[config.mk]
export PLATFORM = sky130hd
export DESIGN_NAME = lru_worker_queue_with_expiry
export DESIGN_NICKNAME = d
export VERILOG_FILES = /design/src/design/lwq_pkg.sv /design/src/design/lru_worker_queue_with_expiry.sv /design/src/design/lwq_cell.sv
export SDC_FILE = /design/constraint.sdc
export NUM_CORES = 2
export LEC_CHECK = 0
export ABC_AREA = 0
export BUFFER_PORTS_ARGS = -buffer_cell sky130_fd_sc_hd__buf_2
export CAP_MARGIN = 20
export CORE_MARGIN = 4
export CORE_UTILIZATION = 54
export CTS_CLUSTER_DIAMETER = 100
export DETAILED_ROUTE_END_ITERATION = 10
export PLACE_DENSITY_LB_ADDON = 0.1
export REMOVE_ABC_BUFFERS = 1
export SLEW_MARGIN = 5
export SYNTH_ARGS = -nofsm -noshare
export SYNTH_HDL_FRONTEND = slang
export SYNTH_HIERARCHICAL = 1
export SYNTH_SLANG_ARGS = --single-unit
[constraint.sdc]
create_clock -name clk -period 19.2 [get_ports clk]
set_input_delay 4.8 -clock clk [delete_from_list [all_inputs] [get_ports clk]]
set_output_delay 4.8 -clock clk [all_outputs]
set_load 0.05 [all_outputs]
[src/design/lwq_pkg.sv]
// lwq_pkg: shared types, codes and constants for the lru worker queue
// holds the entry and chain link structs and the cell control struct
// no dependencies
`default_nettype none

package lwq_pkg;

  localparam int DEPTH_DEFAULT = 16;
  localparam int ID_W          = 16;
  localparam int STAMP_W       = 32;
  localparam int EXPIRY_W      = 16;
  localparam int FUNC_W        = 2;
  localparam int STATUS_W      = 2;

  localparam logic [EXPIRY_W-1:0] EXPIRY_RESET = EXPIRY_W'(15 * 1000);

  // transaction function codes
  localparam logic [FUNC_W-1:0] FN_TICK    = 2'd0;
  localparam logic [FUNC_W-1:0] FN_READY   = 2'd1;
  localparam logic [FUNC_W-1:0] FN_REQUEST = 2'd2;

  // result status codes
  localparam logic [STATUS_W-1:0] ST_OK      = 2'd0;
  localparam logic [STATUS_W-1:0] ST_EMPTY   = 2'd1;
  localparam logic [STATUS_W-1:0] ST_DROPPED = 2'd2;

  // cell operations
  localparam logic [1:0] OP_HOLD   = 2'd0;
  localparam logic [1:0] OP_MARK   = 2'd1;
  localparam logic [1:0] OP_SHIFT  = 2'd2;
  localparam logic [1:0] OP_INSERT = 2'd3;

  typedef struct packed {
    logic               valid;
    logic [ID_W-1:0]    id;
    logic [STAMP_W-1:0] stamp;
  } entry_t;

  // ripple signals passed from the older cell to the newer one
  typedef struct packed {
    logic gap;    // some cell at or before this point is empty
    logic need;   // a valid cell sits behind a hole
    logic valid;  // the previous cell holds an entry
  } link_t;

  typedef struct packed {
    logic [1:0]          op;
    logic                kill_match;
    logic                kill_age;
    logic                kill_head;
    logic [ID_W-1:0]     key;
    logic [STAMP_W-1:0]  now;
    logic [EXPIRY_W-1:0] expiry;
  } cell_ctrl_t;

endpackage

`default_nettype wire

[src/design/lru_worker_queue_with_expiry.sv]
// lru_worker_queue_with_expiry: least recently used worker queue with tick expiry
// top level with sequencer, expiry register, output register and the cell chain
// depends on lwq_pkg and lwq_cell
//
//   channel | signals                                        | direction
//   in      | in_valid in_ready in_func in_worker_id         | transaction in
//   out     | out_valid out_ready out_granted_id out_status  | transaction out
//           | out_occupancy                                  |
//   cfg     | cfg_valid cfg_ready cfg_data (expiry_ticks)    | register write
//
// a transaction passes through the mark, compaction and done states; compaction
// repeats while holes remain, and the left shift through the cell chain
// closes one hole per cycle.
// rst_n is synchronous: the chain empties, time returns to zero, expiry to 15000.
// a finished result waits in the output register while the next transaction is
// taken; the sequencer holds in S_DONE while that register is full and out_ready low.
`default_nettype none

module lru_worker_queue_with_expiry #(
  parameter int QUEUE_DEPTH = lwq_pkg::DEPTH_DEFAULT,
  parameter int CNT_W       = $clog2(QUEUE_DEPTH + 1)
) (
  input  wire                            clk,
  input  wire                            rst_n,
  input  wire                            in_valid,
  output logic                           in_ready,
  input  wire  [lwq_pkg::FUNC_W-1:0]     in_func,
  input  wire  [lwq_pkg::ID_W-1:0]       in_worker_id,
  output logic                           out_valid,
  input  wire                            out_ready,
  output logic [lwq_pkg::ID_W-1:0]       out_granted_id,
  output logic [lwq_pkg::STATUS_W-1:0]   out_status,
  output logic [CNT_W-1:0]               out_occupancy,
  input  wire                            cfg_valid,
  output logic                           cfg_ready,
  input  wire  [lwq_pkg::EXPIRY_W-1:0]   cfg_data
);
  import lwq_pkg::*;

  // sequencer states
  localparam logic [1:0] S_IDLE    = 2'd0;
  localparam logic [1:0] S_MARK    = 2'd1;
  localparam logic [1:0] S_COMPACT = 2'd2;
  localparam logic [1:0] S_DONE    = 2'd3;

  logic [1:0]          state_r, state_nxt;
  logic [FUNC_W-1:0]   func_r;
  logic [ID_W-1:0]     key_r;
  logic [STAMP_W-1:0]  now_r;
  logic [EXPIRY_W-1:0] expiry_r;
  logic [ID_W-1:0]     granted_r;
  logic [STATUS_W-1:0] status_r;

  logic                out_valid_r;
  logic [ID_W-1:0]     out_gid_r;
  logic [STATUS_W-1:0] out_status_r;
  logic [CNT_W-1:0]    out_occ_r;

  cell_ctrl_t          ctrl;
  entry_t              ent  [QUEUE_DEPTH];
  link_t               lnk  [QUEUE_DEPTH+1];
  logic [QUEUE_DEPTH-1:0] match_vec;
  logic [QUEUE_DEPTH-1:0] free_vec;

  logic                in_fire;
  logic                found;
  logic                full;
  logic                empty;
  logic                need;
  logic                out_load;
  logic [CNT_W-1:0]    occ;

  assign in_ready  = (state_r == S_IDLE);
  assign in_fire   = in_valid && in_ready;
  assign cfg_ready = 1'b1;

  assign found = |match_vec;
  assign full  = ent[QUEUE_DEPTH-1].valid;
  assign empty = !ent[0].valid;
  assign need  = lnk[QUEUE_DEPTH].need;

  // oldest cell sees a filled, gap-free past
  assign lnk[0].gap   = 1'b0;
  assign lnk[0].need  = 1'b0;
  assign lnk[0].valid = 1'b1;

  // cell chain, cell 0 holds the least recently ready worker
  for (genvar g = 0; g < QUEUE_DEPTH; g++) begin : g_cell
    entry_t right;
    if (g == QUEUE_DEPTH - 1) begin : g_tail
      assign right = '0;
    end else begin : g_mid
      assign right = ent[g+1];
    end
    lwq_cell u_cell (
      .clk          (clk),
      .rst_n        (rst_n),
      .ctrl         (ctrl),
      .head         (g == 0),
      .link_in      (lnk[g]),
      .right_ent    (right),
      .ent_o        (ent[g]),
      .link_o       (lnk[g+1]),
      .match_o      (match_vec[g]),
      .first_free_o (free_vec[g])
    );
  end

  // occupancy after compaction: index of the first empty cell
  always_comb begin
    occ = '0;
    if (full) begin
      occ = CNT_W'(QUEUE_DEPTH);
    end else begin
      for (int i = 0; i < QUEUE_DEPTH; i++) begin
        if (free_vec[i]) begin
          occ = occ | CNT_W'(i);
        end
      end
    end
  end

  // cell control per sequencer state
  always_comb begin
    ctrl            = '0;
    ctrl.key        = key_r;
    ctrl.now        = now_r;
    ctrl.expiry     = expiry_r;
    ctrl.op         = OP_HOLD;
    case (state_r)
      S_MARK: begin
        ctrl.op         = OP_MARK;
        ctrl.kill_match = (func_r == FN_READY);
        ctrl.kill_age   = (func_r == FN_TICK);
        // full queue and a new id: drop the oldest; request: hand out the oldest
        ctrl.kill_head  = ((func_r == FN_READY) && !found && full) ||
                          ((func_r == FN_REQUEST) && !empty);
      end
      S_COMPACT: begin
        if (need) begin
          ctrl.op = OP_SHIFT;
        end else if (func_r == FN_READY) begin
          ctrl.op = OP_INSERT;
        end else begin
          ctrl.op = OP_HOLD;
        end
      end
      default: begin
        ctrl.op = OP_HOLD;
      end
    endcase
  end

  assign out_load = (state_r == S_DONE) && (!out_valid_r || out_ready);

  always_comb begin
    state_nxt = state_r;
    case (state_r)
      S_IDLE: begin
        if (in_fire) begin
          state_nxt = S_MARK;
        end
      end
      S_MARK: begin
        state_nxt = S_COMPACT;
      end
      S_COMPACT: begin
        if (!need) begin
          state_nxt = S_DONE;
        end
      end
      S_DONE: begin
        if (out_load) begin
          state_nxt = S_IDLE;
        end
      end
      default: begin
        state_nxt = S_IDLE;
      end
    endcase
  end

  // control registers
  always_ff @(posedge clk) begin
    if (!rst_n) begin
      state_r     <= S_IDLE;
      now_r       <= '0;
      expiry_r    <= EXPIRY_RESET;
      out_valid_r <= 1'b0;
    end else begin
      state_r <= state_nxt;
      if (in_fire && (in_func == FN_TICK)) begin
        now_r <= now_r + STAMP_W'(1);
      end
      if (cfg_valid && cfg_ready) begin
        expiry_r <= cfg_data;
      end
      if (out_load) begin
        out_valid_r <= 1'b1;
      end else if (out_ready) begin
        out_valid_r <= 1'b0;
      end
    end
  end

  // payload registers
  always_ff @(posedge clk) begin
    if (in_fire) begin
      func_r <= in_func;
      key_r  <= in_worker_id;
    end
    if (state_r == S_MARK) begin
      granted_r <= '0;
      status_r  <= ST_OK;
      if ((func_r == FN_READY) && !found && full) begin
        status_r <= ST_DROPPED;
      end else if (func_r == FN_REQUEST) begin
        if (empty) begin
          status_r <= ST_EMPTY;
        end else begin
          granted_r <= ent[0].id;
        end
      end
    end
    if (out_load) begin
      out_gid_r    <= granted_r;
      out_status_r <= status_r;
      out_occ_r    <= occ;
    end
  end

  assign out_valid      = out_valid_r;
  assign out_granted_id = out_gid_r;
  assign out_status     = out_status_r;
  assign out_occupancy  = out_occ_r;

`ifndef SYNTHESIS
  // a result is only taken from a compacted chain
  a_compact_done: assert property (@(posedge clk) disable iff (!rst_n)
    (state_r == S_DONE) |-> !need)
    else $error("chain still has holes when the result is formed");

  // worker ids held in the chain stay unique
  a_unique_ids: assert property (@(posedge clk) disable iff (!rst_n)
    $countones(match_vec) <= 1)
    else $error("worker id held in more than one cell");

  // an empty grant carries no worker id
  a_empty_grant: assert property (@(posedge clk) disable iff (!rst_n)
    (out_valid && (out_status == ST_EMPTY)) |-> (out_granted_id == '0))
    else $error("empty request granted a worker");

  // occupancy never passes the chain length
  a_occ_bound: assert property (@(posedge clk) disable iff (!rst_n)
    out_valid |-> (out_occupancy <= CNT_W'(QUEUE_DEPTH)))
    else $error("occupancy exceeds queue depth");
`endif

endmodule

`default_nettype wire

[src/design/lwq_cell.sv]
// lwq_cell: one slot of the worker queue chain
// holds an id and stamp, marks itself for removal, shifts from the newer neighbor
// depends on lwq_pkg
`default_nettype none

module lwq_cell (
  input  wire                 clk,
  input  wire                 rst_n,
  input  lwq_pkg::cell_ctrl_t ctrl,
  input  wire                 head,
  input  lwq_pkg::link_t      link_in,
  input  lwq_pkg::entry_t     right_ent,
  output lwq_pkg::entry_t     ent_o,
  output lwq_pkg::link_t      link_o,
  output logic                match_o,
  output logic                first_free_o
);
  import lwq_pkg::*;

  logic               valid_r, valid_nxt;
  logic [ID_W-1:0]    id_r, id_nxt;
  logic [STAMP_W-1:0] stamp_r, stamp_nxt;
  logic [STAMP_W-1:0] age;
  logic               too_old;
  logic               kill;
  logic               gap_here;

  assign match_o  = valid_r && (id_r == ctrl.key);
  assign age      = ctrl.now - stamp_r;
  assign too_old  = age > STAMP_W'(ctrl.expiry);
  assign kill     = valid_r && ((ctrl.kill_match && match_o) || (ctrl.kill_age && too_old) ||
                                (ctrl.kill_head && head));
  assign gap_here = link_in.gap | !valid_r;

  assign link_o.gap   = gap_here;
  assign link_o.need  = link_in.need | (valid_r & link_in.gap);
  assign link_o.valid = valid_r;
  assign first_free_o = !valid_r && link_in.valid;

  assign ent_o.valid = valid_r;
  assign ent_o.id    = id_r;
  assign ent_o.stamp = stamp_r;

  always_comb begin
    valid_nxt = valid_r;
    id_nxt    = id_r;
    stamp_nxt = stamp_r;
    case (ctrl.op)
      OP_MARK: begin
        valid_nxt = valid_r & !kill;
      end
      OP_SHIFT: begin
        if (gap_here) begin
          valid_nxt = right_ent.valid;
          id_nxt    = right_ent.id;
          stamp_nxt = right_ent.stamp;
        end
      end
      OP_INSERT: begin
        if (first_free_o) begin
          valid_nxt = 1'b1;
          id_nxt    = ctrl.key;
          stamp_nxt = ctrl.now;
        end
      end
      default: begin
      end
    endcase
  end

  always_ff @(posedge clk) begin
    if (!rst_n) begin
      valid_r <= 1'b0;
    end else begin
      valid_r <= valid_nxt;
    end
  end

  always_ff @(posedge clk) begin
    id_r    <= id_nxt;
    stamp_r <= stamp_nxt;
  end

endmodule

`default_nettype wire

### Yosys cells after proc, flatten, opt, wreduce, memory -nomap -nowiden

Cells that the tools add are included.

| operators by class | value |
|---|---|
| shifts and indexed selects | 0 |
| $add $sub $neg | 17 |
| equal/unequal tests | 59 |
| muxes and demuxes | 169 |
| divide/modulo/power cells | 0 |
| bitwise logic cells | 62 |
| reduce and logical (&&, ||, !) cells | 179 |
| $lt $le $gt $ge | 16 |
| multiply operators | 0 |

Operators by type and width:

| cell | count |
|---|---|
| $mux 32 | 32 |
| $pmux 32 s2 | 16 |
| $gt 32x16->1 | 16 |
| $mux 16 | 32 |
| $pmux 16 s2 | 16 |
| $sub 32x32->32 | 16 |
| $eq 16x16->1 | 16 |
| $reduce_and 3->1 | 32 |
| $logic_and 1x1->1 | 85 |
| $ne 2x1->1 const B | 31 |
| $pmux 1 s3 | 16 |
| $mux 1 | 35 |
| $logic_not 1->1 | 34 |
| $add 32x1->32 const B | 1 |
| $mux 4 | 8 |
| $and 1x1->1 | 31 |
| $or 1x1->1 | 29 |
| $logic_or 1x1->1 | 19 |
| $reduce_or 16->1 | 1 |
| $mux 3 | 5 |
| $mux 2 | 7 |
| $eq 2x2->1 const B | 5 |
| $ne 2x2->1 const B | 4 |
| $pmux 2 s4 | 1 |
| 8 further kinds | 14 |

| storage, ports and cells | value |
|---|---|
| register bits after elaboration | 894 |
| bits in latches | 0 |
| memory bits (writable) | 0 |
| output and inout port bits | 26 |
| logic and storage cells | 562 |
| memories | 0 |
| memory bits (read-only) | 0 |

### Logic depth before layout (Yosys ltp)

| depth | value |
|---|---|
| depth in word-level cells | 22 |
| gate-level depth with buffers | 43 |

### Modules after synthesis

The synthesis kept the hierarchy.

Modules (own cells, without submodules):

| module | times used | area an instance (sq um) | cells an instance |
|---|---|---|---|
| lwq_cell at g_cell[0].u_cell ... | 11 | 4739.5 | 518 |
| lwq_cell at g_cell[7].u_cell ... | 3 | 5063.6 | 561 |
| lwq_cell at g_cell[6].u_cell | 1 | 4929.7 | 540 |
| lwq_cell at g_cell[12].u_cell | 1 | 4832.1 | 516 |
| lru_worker_queue_with_expiry | 1 | 4376.7 | 362 |

### Worst setup path before layout

OpenSTA, ideal clock, no wires.

| timing | value |
|---|---|
| path kind | reg-to-reg |
| start | register g_cell[0].u_cell.valid_r |
| end | register g_cell[0].u_cell.id_r[0], enable pin |
| data arrival time | 10.234 ns |
| setup time | 0.459 ns |
| path slack | 8.507 ns |
| data required time | 18.741 ns |
| stages on the path, launching flop included | 38 |
| clock period less this slack | 10.693 ns |
| buffers on the path | 15 |
| path through | dfxtp_1 nand2b_1 buf_4 nand2b_1 buf_4 nand2b_1 buf_4 nand2b_1 buf_4 nand2b_1 buf_4 nand2b_1 buf_4 nand2b_1 buf_4 nand2b_1 buf_4 nand2b_1 [... 2 more ...] buf_4 nand2b_1 buf_4 nand2b_1 buf_4 nand2b_1 buf_4 nand2b_1 buf_4 nand2b_1 buf_4 a21o_1 inv_1 a31oi_1 nor2b_1 inv_1 mux2i_1 nor2b_1 |

RTL lines:

| item | line | text |
|---|---|---|
| start: declaration | lwq_cell.sv:20 | `logic valid_r, valid_nxt;` |
| start signal: assignment | lwq_cell.sv:75 | `valid_r <= valid_nxt;` |
| end signal: assignment | lwq_cell.sv:80 | `id_r <= id_nxt;` |
| end: declaration | lwq_cell.sv:21 | `logic [ID_W-1:0] id_r, id_nxt;` |

==> impl_metrics.csv <==
group,metric,value,unit
worst_setup_path,worst_setup_path_end_kind,"flip-flop",
placement,post-dp-hpwl,200,mm
sta,hold_viol_final,0,
sta,whs,0.418,ns
sta,setup_tns,0,ns
clock_network,numCtsBuffers,107,
clock_network,htreeDepth,3,
power_and_ir_drop,power_density,67.3,nW/um^2
run,max-cap-violations,0,
run_status,status,"finished, final reports clean",
sta,skew,0.0335,ns
floorplan,die-area,157000,um^2
placement,gp_congestion,0.972,
grt,grt_max_degree,76,
grt,grt_pass1_wl,389,mm
route,vias,67980,
synth,syn_area_per_cell,9.26,um^2
route,dr.pass1.iters,8,
worst_setup_path,path_max_fanout,49,
floorplan,coreArea,150000,um^2
floorplan,num_rows,142,
power_and_ir_drop,ir_drop,0.0785,mV
grt,track_usage,0.315,
finish,fill_cells,13174,
floorplan,start_util,0.544,
route,vias_per_cell,6.19,
finish,multiInputGateArea,50700,um^2
clock_network,clk_latency,0.73,ns
worst_setup_path,r2r_slack,11.12,ns
worst_setup_path,crit_path_start_kind,"flip-flop",
finish,regArea,26200,um^2
sta,max_slew_margin,0.198,
route,final_antenna_net_count,0,
worst_setup_path,worstPathRequired,19.86,ns
route,drtIter0Drc,4085,
finish,area_growth_syn_to_layout,7.74,%
grt,overflow,0,
finish,fin_nets,9683,
worst_setup_path,cpMostUsedCell,"nand2b_1",
finish,drive_above_1_share,0.150,
sta,fmax,124,MHz
clock_network,postCtsHoldBufs,0,
sta,rsz0062_at_grt,"no",
worst_setup_path,max_stage_delay,0.76,ns
floorplan,die_h,396,um
route,wl_per_cell,23.2,um
power_and_ir_drop,p_leak,37.0,nW
grt,grt_pass1_vias,68887,
clock_network,ctsResizeCount,0,
grt,antenna_found_initial,1,
synth,syn_area,81400,um^2
clock_network,cts_tree,"built",
route,wl,255,mm
sta,period_minus_slack,8.08,ns
sta,setup_violations,0,
synth,synth_warnings,6,
worst_setup_path,cp.arrival,8.74,ns
clock_network,root_buffer,"clkbuf_16",
hold_path,hold_path_class,"reg -> reg",
sta,period_share,0.421,
worst_setup_path,critPathSlowestCell,"nor2b_4",
floorplan,design.portCount,65,
sta,maxSlewViolCount,0,
clock_network,clockBufferDepth,3,
clock_network,clk_pin_slew,0.07,ns
synth,syn_inst,8797,
floorplan,dieWidth,396,um
route,drcViolationCount,0,
clock_network,post_cts_buffers,0,
worst_setup_path,worst-setup-path-type,"reg -> reg",
placement,port_buffers,63,
sta,tightestPinTransition,1.19,ns
clock_network,clock_sinks,894,
==> layout make-up <==
cell class                 count  area share
antenna                        1   0.0000285
multi-input combinational   6748       0.578
sequential                   894       0.299
timing repair buffer         188      0.0142
clock inverter                69     0.00760
tap                         2016      0.0287
clock buffer                 129      0.0329
inverter                     932      0.0399
==> metrics by stage <==
step | instance area, um^2 | power (mW) | std cells | setup slack (ns) | util
final | 87800 | 5.90 | 10977 | 11.12 | 0.586
after global routing | 87700 | 6.18 | 10976 | 10.68 | 0.586
after CTS | 87700 | 5.94 | 10976 | 11.35 | 0.586
after detailed placement | 84200 | 3.85 | 10778 | 11.40 | 0.562
after global placement | 84200 | 3.81 | 10776 | 11.50 | 0.562
after floorplan | 80200 | 3.44 | 8574 | 9.86 | -
==> cells in the final DEF (no fill, tap or decap), drive strengths merged, types with 188 or more instances in the layout <==
cell type and count:
nor2 501, xnor2 392, inv 938, ha 757, nand2 734, buf 188
o21ai 450, nand4 206, mux2 758, edfxtp 827, a21oi 642
==> critical path, delay by kind of cell, from the launching register on <==
family / cells / cell delay, ns
compound gates: 6 / 1.32
buf+inv: 2 / 0.67
flops: 1 / 0.52
simple gates: 21 / 5.46
==> state kept, by name, indices dropped and copies added, names as in the netlist, 5 cells and up <==
| name | flops |
|---|---|
| expiry_r | 16 |
| g_cell.u_cell/id_r | 256 |
| g_cell.u_cell/stamp_r | 512 |
| g_cell.u_cell/valid_r | 16 |
| granted_r | 16 |
| key_r | 16 |
| now_r | 32 |
| out_granted_id | 16 |
| out_occupancy | 5 |
==> power breakdown <==
part	switching [mW]	leakage, nW	internal (mW)	total, mW
sequential	0.0981	8.03	2.34	2.44
combinational	0.854	27.2	0.531	1.38
clock	0.870	1.74	1.20	2.08
total	1.82	37.0	4.08	5.90
==> routing by layer <==
metal	routed length, um	GRT usage	up-vias
li1	-	-	32602
met5	0	0	-
met2	130000	0.586	1881
met4	19500	0.207	0
met1	94900	0.336	32806
met3	10300	0.0334	691
==> worst paths after layout <==
path / start / to / cells past startpoint
worst min-delay path: granted_r[4] / out_granted_id[4] / 0
worst max register to register: g_cell[0].u_cell/valid_r / g_cell[1].u_cell/valid_r / 29
worst max-delay path: g_cell[0].u_cell/valid_r / g_cell[1].u_cell/valid_r / 29
worst min register to register: granted_r[4] / out_granted_id[4] / 0
(Power assumes the default switching activity.)
